--- config.mk ---
export PLATFORM = sky130hd
export DESIGN_NAME = flow_pulse_totalizer_core
export DESIGN_NICKNAME = d
export VERILOG_FILES = /design/src/fpt_pkg.sv /design/src/fpt_ctrl.sv /design/src/fpt_dp.sv /design/src/flow_pulse_totalizer_core.sv
export SDC_FILE = /design/constraint.sdc
export NUM_CORES = 1
export LEC_CHECK = 0
export ABC_AREA = 0
export BUFFER_PORTS_ARGS = -buffer_cell sky130_fd_sc_hd__buf_2
export CAP_MARGIN = 10
export CORE_ASPECT_RATIO = 0.9
export CORE_MARGIN = 2
export CORE_UTILIZATION = 40
export CTS_CLUSTER_DIAMETER = 80
export CTS_CLUSTER_SIZE = 24
export DETAILED_ROUTE_END_ITERATION = 7
export HOLD_SLACK_MARGIN = 0.06
export PLACE_DENSITY_LB_ADDON = 0.2
export SLEW_MARGIN = 10
export SYNTH_ARGS = -nofsm -noshare
export SYNTH_HDL_FRONTEND = slang
export SYNTH_SLANG_ARGS = --single-unit
--- constraint.sdc ---
create_clock -name clk -period 3.7 [get_ports clk]
set_input_delay 0.37 -clock clk [delete_from_list [all_inputs] [get_ports clk]]
set_output_delay 0.37 -clock clk [all_outputs]
set_load 0.01 [all_outputs]
--- src/fpt_pkg.sv ---
// Shared codes, reset constants and control types for the flow pulse totalizer.
`timescale 1ns / 1ps
`default_nettype none

package fpt_pkg;

    // Item kinds.
    localparam logic [2:0] KIND_PULSE   = 3'd0;
    localparam logic [2:0] KIND_TICK    = 3'd1;
    localparam logic [2:0] KIND_CHECK   = 3'd2;
    localparam logic [2:0] KIND_COMMAND = 3'd3;

    // Bus command codes.
    localparam logic [7:0] CMD_NONE      = 8'h00;
    localparam logic [7:0] CMD_HEARTBEAT = 8'h01;
    localparam logic [7:0] CMD_CLEAR     = 8'h02;
    localparam logic [7:0] CMD_SET       = 8'h03;
    localparam logic [7:0] CMD_ENTER     = 8'h04;
    localparam logic [7:0] CMD_FINISH    = 8'h05;
    localparam logic [7:0] CMD_CANCEL    = 8'h06;

    // Configuration register indexes.
    localparam logic [7:0] CFG_TIMEOUT  = 8'd0;
    localparam logic [7:0] CFG_DISABLED = 8'd1;

    // Reset values and data byte count of a full word.
    localparam logic [15:0] DEFAULT_TIMEOUT_MS       = 16'd7500;
    localparam logic [31:0] DEFAULT_VOLUME_PER_PULSE = 32'd170;
    localparam logic [4:0]  WORD_BYTE_COUNT          = 5'd4;
    localparam logic [4:0]  DIV_LAST_STEP            = 5'd31;

    // Commands from the controller to the datapath.
    typedef struct packed {
        logic load_in;
        logic div_start;
        logic div_step;
        logic commit;
    } fpt_cmd_t;

    // Status from the datapath to the controller.
    typedef struct packed {
        logic need_div;
        logic div_last;
    } fpt_sts_t;

endpackage

`default_nettype wire

--- src/fpt_ctrl.sv ---
// Controller state machine: item sequencing, divide steps and output handshake.
`timescale 1ns / 1ps
`default_nettype none

module fpt_ctrl (
    input  wire logic             clk,
    input  wire logic             rst_n,
    input  wire logic             in_valid,
    output logic                  in_ready,
    output logic                  out_valid,
    input  wire logic             out_ready,
    input  wire fpt_pkg::fpt_sts_t sts,
    output fpt_pkg::fpt_cmd_t     cmd
);

    typedef enum logic [1:0] {
        ST_IDLE,
        ST_DECIDE,
        ST_DIV,
        ST_COMMIT
    } state_t;

    state_t state_reg, state_next;
    logic   out_valid_reg, out_valid_next;
    logic   slot_free;

    assign slot_free = !out_valid_reg || out_ready;
    assign in_ready  = (state_reg == ST_IDLE);
    assign out_valid = out_valid_reg;

    // Next state and commands.
    always_comb
    begin
        state_next     = state_reg;
        out_valid_next = out_valid_reg && !out_ready;
        cmd            = '0;
        unique case (state_reg)
            ST_IDLE:
            begin
                if (in_valid)
                begin
                    cmd.load_in = 1'b1;
                    state_next  = ST_DECIDE;
                end
            end
            ST_DECIDE:
            begin
                if (sts.need_div)
                begin
                    cmd.div_start = 1'b1;
                    state_next    = ST_DIV;
                end
                else
                begin
                    state_next = ST_COMMIT;
                end
            end
            ST_DIV:
            begin
                cmd.div_step = 1'b1;
                if (sts.div_last)
                begin
                    state_next = ST_COMMIT;
                end
            end
            ST_COMMIT:
            begin
                if (slot_free)
                begin
                    cmd.commit     = 1'b1;
                    out_valid_next = 1'b1;
                    state_next     = ST_IDLE;
                end
            end
            default:
            begin
                state_next = ST_IDLE;
            end
        endcase
    end

    // State and registered output valid.
    always_ff @(posedge clk or negedge rst_n)
    begin
        if (!rst_n)
        begin
            state_reg     <= ST_IDLE;
            out_valid_reg <= 1'b0;
        end
        else
        begin
            state_reg     <= state_next;
            out_valid_reg <= out_valid_next;
        end
    end

endmodule

`default_nettype wire

--- src/fpt_dp.sv ---
// Datapath: totalizer state, configuration, iterative ceiling divider and result registers.
`timescale 1ns / 1ps
`default_nettype none

module fpt_dp (
    input  wire logic              clk,
    input  wire logic              rst_n,
    input  wire logic [2:0]        kind,
    input  wire logic [7:0]        command_code,
    input  wire logic [4:0]        data_byte_count,
    input  wire logic [31:0]       data_word,
    input  wire logic              cfg_we,
    input  wire logic [7:0]        cfg_index,
    input  wire logic [31:0]       cfg_data,
    input  wire fpt_pkg::fpt_cmd_t cmd,
    output fpt_pkg::fpt_sts_t      sts,
    output logic [31:0]            total_volume_out,
    output logic                   calibrating,
    output logic                   error_indicator,
    output logic                   reset_request,
    output logic                   persist_strobe,
    output logic [31:0]            persist_value
);

    // Latched item.
    logic [2:0]  kind_reg;
    logic [7:0]  code_reg;
    logic [4:0]  count_reg;
    logic [31:0] word_reg;

    // Configuration.
    logic [15:0] timeout_reg;
    logic        disabled_reg;

    // Block state.
    logic [31:0] total_reg, total_next;
    logic [31:0] vpp_reg, vpp_next;
    logic [31:0] pulses_reg, pulses_next;
    logic        cal_reg, cal_next;
    logic        err_reg, err_next;
    logic [16:0] age_reg, age_next;
    logic        rreq_next, strobe_next;

    // Divider.
    logic [31:0] rem_reg, quo_reg;
    logic [4:0]  step_reg;
    logic [32:0] partial;
    logic        fits;
    logic [32:0] diff;
    logic [31:0] ceil_quo;

    // Result registers.
    logic [31:0] total_out_reg, persist_out_reg;
    logic        cal_out_reg, err_out_reg, rreq_out_reg, strobe_out_reg;

    assign sts.need_div = (kind_reg == fpt_pkg::KIND_COMMAND)
                          && (code_reg == fpt_pkg::CMD_FINISH)
                          && cal_reg
                          && (count_reg == fpt_pkg::WORD_BYTE_COUNT);
    assign sts.div_last = (step_reg == fpt_pkg::DIV_LAST_STEP);

    // One restoring step: shift in the next dividend bit and try the subtract.
    assign partial = {rem_reg, quo_reg[31]};
    assign diff    = partial - {1'b0, pulses_reg};
    assign fits    = (partial >= {1'b0, pulses_reg});

    // Round up on a remainder; a zero count gives all ones.
    assign ceil_quo = (pulses_reg == 32'd0) ? 32'hFFFF_FFFF
                    : quo_reg + {31'd0, (rem_reg != 32'd0)};

    // Item latch and divider registers.
    always_ff @(posedge clk)
    begin
        if (cmd.load_in)
        begin
            kind_reg  <= kind;
            code_reg  <= command_code;
            count_reg <= data_byte_count;
            word_reg  <= data_word;
        end
        if (cmd.div_start)
        begin
            rem_reg  <= 32'd0;
            quo_reg  <= word_reg;
            step_reg <= 5'd0;
        end
        else if (cmd.div_step)
        begin
            rem_reg  <= fits ? diff[31:0] : partial[31:0];
            quo_reg  <= {quo_reg[30:0], fits};
            step_reg <= step_reg + 5'd1;
        end
    end

    // Effect of the latched item on the state.
    always_comb
    begin
        total_next  = total_reg;
        vpp_next    = vpp_reg;
        pulses_next = pulses_reg;
        cal_next    = cal_reg;
        err_next    = err_reg;
        age_next    = age_reg;
        rreq_next   = 1'b0;
        strobe_next = 1'b0;
        unique case (kind_reg)
            fpt_pkg::KIND_PULSE:
            begin
                total_next = total_reg + vpp_reg;
                if (cal_reg)
                begin
                    pulses_next = pulses_reg + 32'd1;
                end
            end
            fpt_pkg::KIND_TICK:
            begin
                if (age_reg != '1)
                begin
                    age_next = age_reg + 17'd1;
                end
            end
            fpt_pkg::KIND_CHECK:
            begin
                if ((age_reg > {1'b0, timeout_reg}) && !disabled_reg)
                begin
                    rreq_next = 1'b1;
                    err_next  = 1'b1;
                end
            end
            fpt_pkg::KIND_COMMAND:
            begin
                unique case (code_reg)
                    fpt_pkg::CMD_NONE:
                    begin
                    end
                    fpt_pkg::CMD_HEARTBEAT:
                    begin
                        age_next = 17'd0;
                    end
                    fpt_pkg::CMD_CLEAR:
                    begin
                        err_next   = 1'b0;
                        total_next = 32'd0;
                    end
                    fpt_pkg::CMD_SET:
                    begin
                        if (count_reg != fpt_pkg::WORD_BYTE_COUNT)
                        begin
                            err_next = 1'b1;
                        end
                        else
                        begin
                            vpp_next    = word_reg;
                            strobe_next = 1'b1;
                        end
                    end
                    fpt_pkg::CMD_ENTER:
                    begin
                        // Entering always raises the error flag.
                        err_next = 1'b1;
                        if (!cal_reg)
                        begin
                            cal_next    = 1'b1;
                            pulses_next = 32'd0;
                            total_next  = 32'd0;
                        end
                    end
                    fpt_pkg::CMD_FINISH:
                    begin
                        if (cal_reg)
                        begin
                            err_next = 1'b0;
                            if (count_reg == fpt_pkg::WORD_BYTE_COUNT)
                            begin
                                vpp_next    = ceil_quo;
                                strobe_next = 1'b1;
                                cal_next    = 1'b0;
                                pulses_next = 32'd0;
                                total_next  = 32'd0;
                            end
                        end
                        else
                        begin
                            err_next = 1'b1;
                        end
                    end
                    fpt_pkg::CMD_CANCEL:
                    begin
                        if (cal_reg)
                        begin
                            err_next    = 1'b0;
                            cal_next    = 1'b0;
                            pulses_next = 32'd0;
                            total_next  = 32'd0;
                        end
                        else
                        begin
                            err_next = 1'b1;
                        end
                    end
                    default:
                    begin
                        err_next = 1'b1;
                    end
                endcase
            end
            default:
            begin
            end
        endcase
    end

    // State and configuration registers.
    always_ff @(posedge clk or negedge rst_n)
    begin
        if (!rst_n)
        begin
            timeout_reg  <= fpt_pkg::DEFAULT_TIMEOUT_MS;
            disabled_reg <= 1'b0;
            total_reg    <= 32'd0;
            vpp_reg      <= fpt_pkg::DEFAULT_VOLUME_PER_PULSE;
            pulses_reg   <= 32'd0;
            cal_reg      <= 1'b0;
            err_reg      <= 1'b0;
            age_reg      <= 17'd0;
        end
        else
        begin
            if (cfg_we)
            begin
                unique case (cfg_index)
                    fpt_pkg::CFG_TIMEOUT:  timeout_reg  <= cfg_data[15:0];
                    fpt_pkg::CFG_DISABLED: disabled_reg <= cfg_data[0];
                    default:
                    begin
                    end
                endcase
            end
            if (cmd.commit)
            begin
                total_reg  <= total_next;
                vpp_reg    <= vpp_next;
                pulses_reg <= pulses_next;
                cal_reg    <= cal_next;
                err_reg    <= err_next;
                age_reg    <= age_next;
            end
        end
    end

    // Result registers, loaded with the state after the item.
    always_ff @(posedge clk)
    begin
        if (cmd.commit)
        begin
            total_out_reg   <= total_next;
            cal_out_reg     <= cal_next;
            err_out_reg     <= err_next;
            rreq_out_reg    <= rreq_next;
            strobe_out_reg  <= strobe_next;
            persist_out_reg <= vpp_next;
        end
    end

    assign total_volume_out = total_out_reg;
    assign calibrating      = cal_out_reg;
    assign error_indicator  = err_out_reg;
    assign reset_request    = rreq_out_reg;
    assign persist_strobe   = strobe_out_reg;
    assign persist_value    = persist_out_reg;

endmodule

`default_nettype wire

--- src/flow_pulse_totalizer_core.sv ---
// Top level of the flow pulse totalizer: controller, datapath and checks.
//
// Channel  Direction  Handshake              Payload
// input    in         in_valid / in_ready    kind, command_code, data_byte_count, data_word
// result   out        out_valid / out_ready  total_volume_out, calibrating, error_indicator,
//                                            reset_request, persist_strobe, persist_value
// config   in         cfg_valid / cfg_ready  cfg_index, cfg_data
//
// An item passes through accept, decode and commit; a calibration finish that divides
// also runs one restoring step a cycle of the quotient unit between decode and commit.
// One item is in work at a time; the next is accepted while a result waits in the
// output register, and its commit waits until that result is taken.
// Reset is asynchronous and active low; configuration writes are always ready.
`timescale 1ns / 1ps
`default_nettype none

module flow_pulse_totalizer_core (
    input  wire logic        clk,
    input  wire logic        rst_n,
    input  wire logic        in_valid,
    output logic             in_ready,
    input  wire logic [2:0]  kind,
    input  wire logic [7:0]  command_code,
    input  wire logic [4:0]  data_byte_count,
    input  wire logic [31:0] data_word,
    output logic             out_valid,
    input  wire logic        out_ready,
    output logic [31:0]      total_volume_out,
    output logic             calibrating,
    output logic             error_indicator,
    output logic             reset_request,
    output logic             persist_strobe,
    output logic [31:0]      persist_value,
    input  wire logic        cfg_valid,
    output logic             cfg_ready,
    input  wire logic [7:0]  cfg_index,
    input  wire logic [31:0] cfg_data
);

    fpt_pkg::fpt_cmd_t cmd;
    fpt_pkg::fpt_sts_t sts;

    assign cfg_ready = 1'b1;

    // Sequencer.
    fpt_ctrl u_ctrl (
        .clk       (clk),
        .rst_n     (rst_n),
        .in_valid  (in_valid),
        .in_ready  (in_ready),
        .out_valid (out_valid),
        .out_ready (out_ready),
        .sts       (sts),
        .cmd       (cmd)
    );

    // State, divider and result registers.
    fpt_dp u_dp (
        .clk              (clk),
        .rst_n            (rst_n),
        .kind             (kind),
        .command_code     (command_code),
        .data_byte_count  (data_byte_count),
        .data_word        (data_word),
        .cfg_we           (cfg_valid && cfg_ready),
        .cfg_index        (cfg_index),
        .cfg_data         (cfg_data),
        .cmd              (cmd),
        .sts              (sts),
        .total_volume_out (total_volume_out),
        .calibrating      (calibrating),
        .error_indicator  (error_indicator),
        .reset_request    (reset_request),
        .persist_strobe   (persist_strobe),
        .persist_value    (persist_value)
    );

    // An accepted item blocks the input until its work is done.
    assert property (@(posedge clk) disable iff (!rst_n)
        (in_valid && in_ready) |=> !in_ready)
    else $error("input accepted again right after an item");

    // A reset request always comes with the error flag.
    assert property (@(posedge clk) disable iff (!rst_n)
        (out_valid && reset_request) |-> error_indicator)
    else $error("reset request without error flag");

    // A watchdog check never stores a volume per pulse.
    assert property (@(posedge clk) disable iff (!rst_n)
        out_valid |-> !(reset_request && persist_strobe))
    else $error("reset request and persist strobe on one result");

    // A new result only appears while the input side is idle.
    assert property (@(posedge clk) disable iff (!rst_n)
        $rose(out_valid) |-> in_ready)
    else $error("result shown while an item is still in work");

endmodule

`default_nettype wire
==> impl_metrics.py <==
metrics = {
    "cells_and_area": {
        "mostFrequentLayoutCells": "nand2_1 (376), o21ai_0 (150), edfxtp_1 (148), buf_2 (145), dfrtp_1 (124)",
        "nets": 2297,
        "area_delta_synth_final_pct": 15.1,
        "drive_gt1_share_pct": 13.2,
        "final_common_cell": "nand2_1",
        "fin_cells": 2733,
    },
    "critical_path": {
        "reg2reg_to": "u_dp.total_volume_out[30]$_DFFE_PP_",
        "path_class": "flip-flop to flip-flop",
        "rrSetupSlack_ns": 0.18,
        "critPathLaunchType": "flip-flop",
        "reg2reg_from": "u_dp.vpp_reg[0]$_DFFE_PN0P_",
        "cp_max_fo": 5,
        "crit_arrival_ns": 3.83,
        "endpoint_kind": "flip-flop",
        "critPathRequiredTime_ns": 4.01,
        "ff2ff_path_depth": 12,
    },
    "route": {
        "via_count": 14900,
        "firstDrtPassIters": 5,
        "drt_wl_total_microns": 49200,
        "postRouteAntennaNets": 0,
        "wl_per_cell_microns": 18.0,
        "via_per_inst": 5.46,
        "drc_errors": 0,
        "drt_iter0_markers": 1165,
    },
    "logic_synthesis": {
        "yosys.area.top_type": "edfxtp_1",
        "synthFlopType": "edfxtp_1",
        "synthArstFlopShare_pct": 42.2,
        "yosysWarnings": 0,
        "synthCells": 1931,
        "ys_seq_area_share_pct": 46.6,
        "synth.area.top_cells": "edfxtp_1 (24%), dfrtp_1 (17%), nand2_1 (7.7%), ha_1 (6.3%), o21ai_0 (4.1%)",
        "synthesis.area_sq_um": 18400,
        "synth_area_per_cell_sq_um": 9.53,
        "ys_seq_elements": 320,
        "synth_top_area_share_pct": 24.1,
        "yosysUniqueCellTypes": 84,
        "syn-num-nets": 2118,
        "synth_edf_count": 148,
    },
    "placed_design": {
        "gp_congestion": 0.908,
        "place_hpwl_microns": 35000,
        "dp.cells": 2630,
        "place.port_buffers": 146,
    },
    "clock_tree": {
        "clk_latency_ns": 0.56,
        "root_buffer": "clkbuf_16",
        "cts_made_buffers": 21,
        "cts_tree": "yes",
        "cts_setup_buffers": 0,
        "path_clk_slew_ns": 0.09,
        "cts_max_level": 1,
        "cts_max_path_buffers": 3,
        "cts_num_sinks": 320,
    },
    "sta": {
        "fin_setup_tns_ns": 0,
        "finClkSkew_ns": 0.0290,
        "whs_ns": 0.141,
        "setup_viol": 0,
        "rsz0062_at_grt": "false",
        "worst_pin_slew_ns": 0.872,
        "finalCritPeriodShare_pct": 95.1,
        "maxSlewHeadroom_pct": 41.9,
        "fin_crit_ns": 3.52,
        "finalMaxSlewViolations": 0,
        "max_freq_mhz": 284,
        "finalHoldViolations": 0,
    },
    "global_routing": {
        "antenna_found_initial": 1,
        "grt_max_degree": 80,
        "grt_usage_pct": 20.4,
        "grt_pass1_vias": 14500,
        "grt_first_pass_wirelength_microns": 79400,
        "gr-total-overflow": 0,
    },
    "worst_hold_path": {
        "hp-class": "input port to flip-flop",
        "hold_depth": 3,
        "hold_end": "u_ctrl.out_valid$_DFF_PN0_",
        "min_from": "out_ready",
    },
    "pwr": {
        "peakVddDrop_v": 0.000295,
        "power_uw": 11700,
        "power_leakage_uw": 0.00892,
        "powerDensity_nw_per_um2": 554,
    },
    "floorplanning": {
        "die_h_microns": 208,
        "dieArea_sq_um": 47700,
        "rows": 74,
        "ios": 164,
        "core_area_sq_um": 45400,
        "start_util_pct": 40.6,
        "dieWidth_microns": 230,
    },
    "flow_run": {
        "max_cap_viol_count": 0,
    },
    "outcome": {
        "status": "finished, final reports clean",
    },
}
## critical path, stage by stage, from the launching register on
cell and delay, ns:
dfrtp_1 0.43, ha_1 0.27, fa_1 0.43, a211o_1 0.35, a21oi_2 0.19, o21bai_1 0.11, a21oi_2 0.22, o311a_1 0.19
nor3_1 0.09, a311o_1 0.44, a31oi_1 0.23, xnor2_1 0.11, a22o_1 0.23
## cell usage after synthesis (7+ instances only)
library cell	instances
nor2b_1	13
nand4_1	25
edfxtp_1	148
clkbuf_1	72
dfstp_2	11
a21oi_1	78
a21o_1	27
a22o_1	59
o21ai_0	150
a31oi_1	28
xnor2_1	78
nand3_1	63
o21bai_1	12
mux2_2	8
buf_2	7
or3_1	16
and3_1	22
o21ai_1	8
nor4_1	22
dfxtp_1	37
nand2_1	376
o21a_1	21
dfrtp_1	124
nor2_1	107
ha_1	92
nor3_1	21
o211ai_1	7
o221ai_1	34
mux2i_1	35
xor2_1	31
inv_1	74
nand2b_1	17
## metal layers
metal / routed length, microns / global-route usage, %
met3: 1990 / 2.76
met2: 22800 / 33.6
met5: 0 / 0
met1: 23600 / 28.9
met4: 867 / 4.12
## area by class of cell
type	count	area (sq um)
well taps	608	761
fillers	4352	24200
clock inverters	12	120
flip-flops and latches	320	8580
repair buffers	245	1660
inverters	74	280
clock buffers	25	561
diodes	1	2.50
multi-input cells	1448	9230
## where the power goes
| part | total [uW] | switching [uW] | internal [uW] |
|---|---|---|---|
| registers | 5140 | 537 | 4610 |
| clock network | 2510 | 1360 | 1150 |
| logic | 4090 | 2510 | 1580 |
| total | 11700 | 4400 | 7340 |
## what timing repair did
action,4_1_cts,5_1_grt
gates resized for setup,0,2
setup endpoints to repair,0,4
hold buffers,65,0
hold endpoints to repair,138,0
## cell families after synthesis
kind of cell	Yosys count	synth area share, %
and+or+nand+nor	712	17.5
buffers and inverters	163	3.51
other	1	0.0204
DFF	320	46.6
AOI/OAI and AO/OA	488	18.2
xor gates and xnor gates	110	5.28
adders and majority gates	94	6.47
muxes	43	2.39
## per-stage QoR
stage,setup WS (ns),util [%],instance area (sq um)
after floorplan,0.120,-,18400
after global placement,0.173,43.7,19800
after detailed placement,0.150,43.7,19800
after CTS,0.152,46.7,21200
after global routing,0.0194,46.7,21200
final,0.180,46.7,21200
## worst max path at each step
stage / slack (ns) / to / start / depth (start not counted)
6_report: 0.18 / u_dp.total_volume_out[30]$_DFFE_PP_ / u_dp.vpp_reg[0]$_DFFE_PN0P_ / 12
4_1_cts: 0.15 / u_dp.total_volume_out[30]$_DFFE_PP_ / u_dp.vpp_reg[0]$_DFFE_PN0P_ / 12
2_1_floorplan: 0.12 / u_dp.calibrating$_DFFE_PP_ / u_ctrl.state_reg[1]$_DFFE_PN0P_ / 5
3_3_place_gp: 0.17 / u_dp.total_volume_out[30]$_DFFE_PP_ / u_dp.vpp_reg[0]$_DFFE_PN0P_ / 12
3_5_place_dp: 0.15 / u_dp.total_volume_out[30]$_DFFE_PP_ / u_dp.vpp_reg[0]$_DFFE_PN0P_ / 12
5_1_grt: 0.02 / u_dp.total_volume_out[30]$_DFFE_PP_ / u_dp.vpp_reg[0]$_DFFE_PN0P_ / 12
Note: power is estimated with default switching activity, not from simulation.
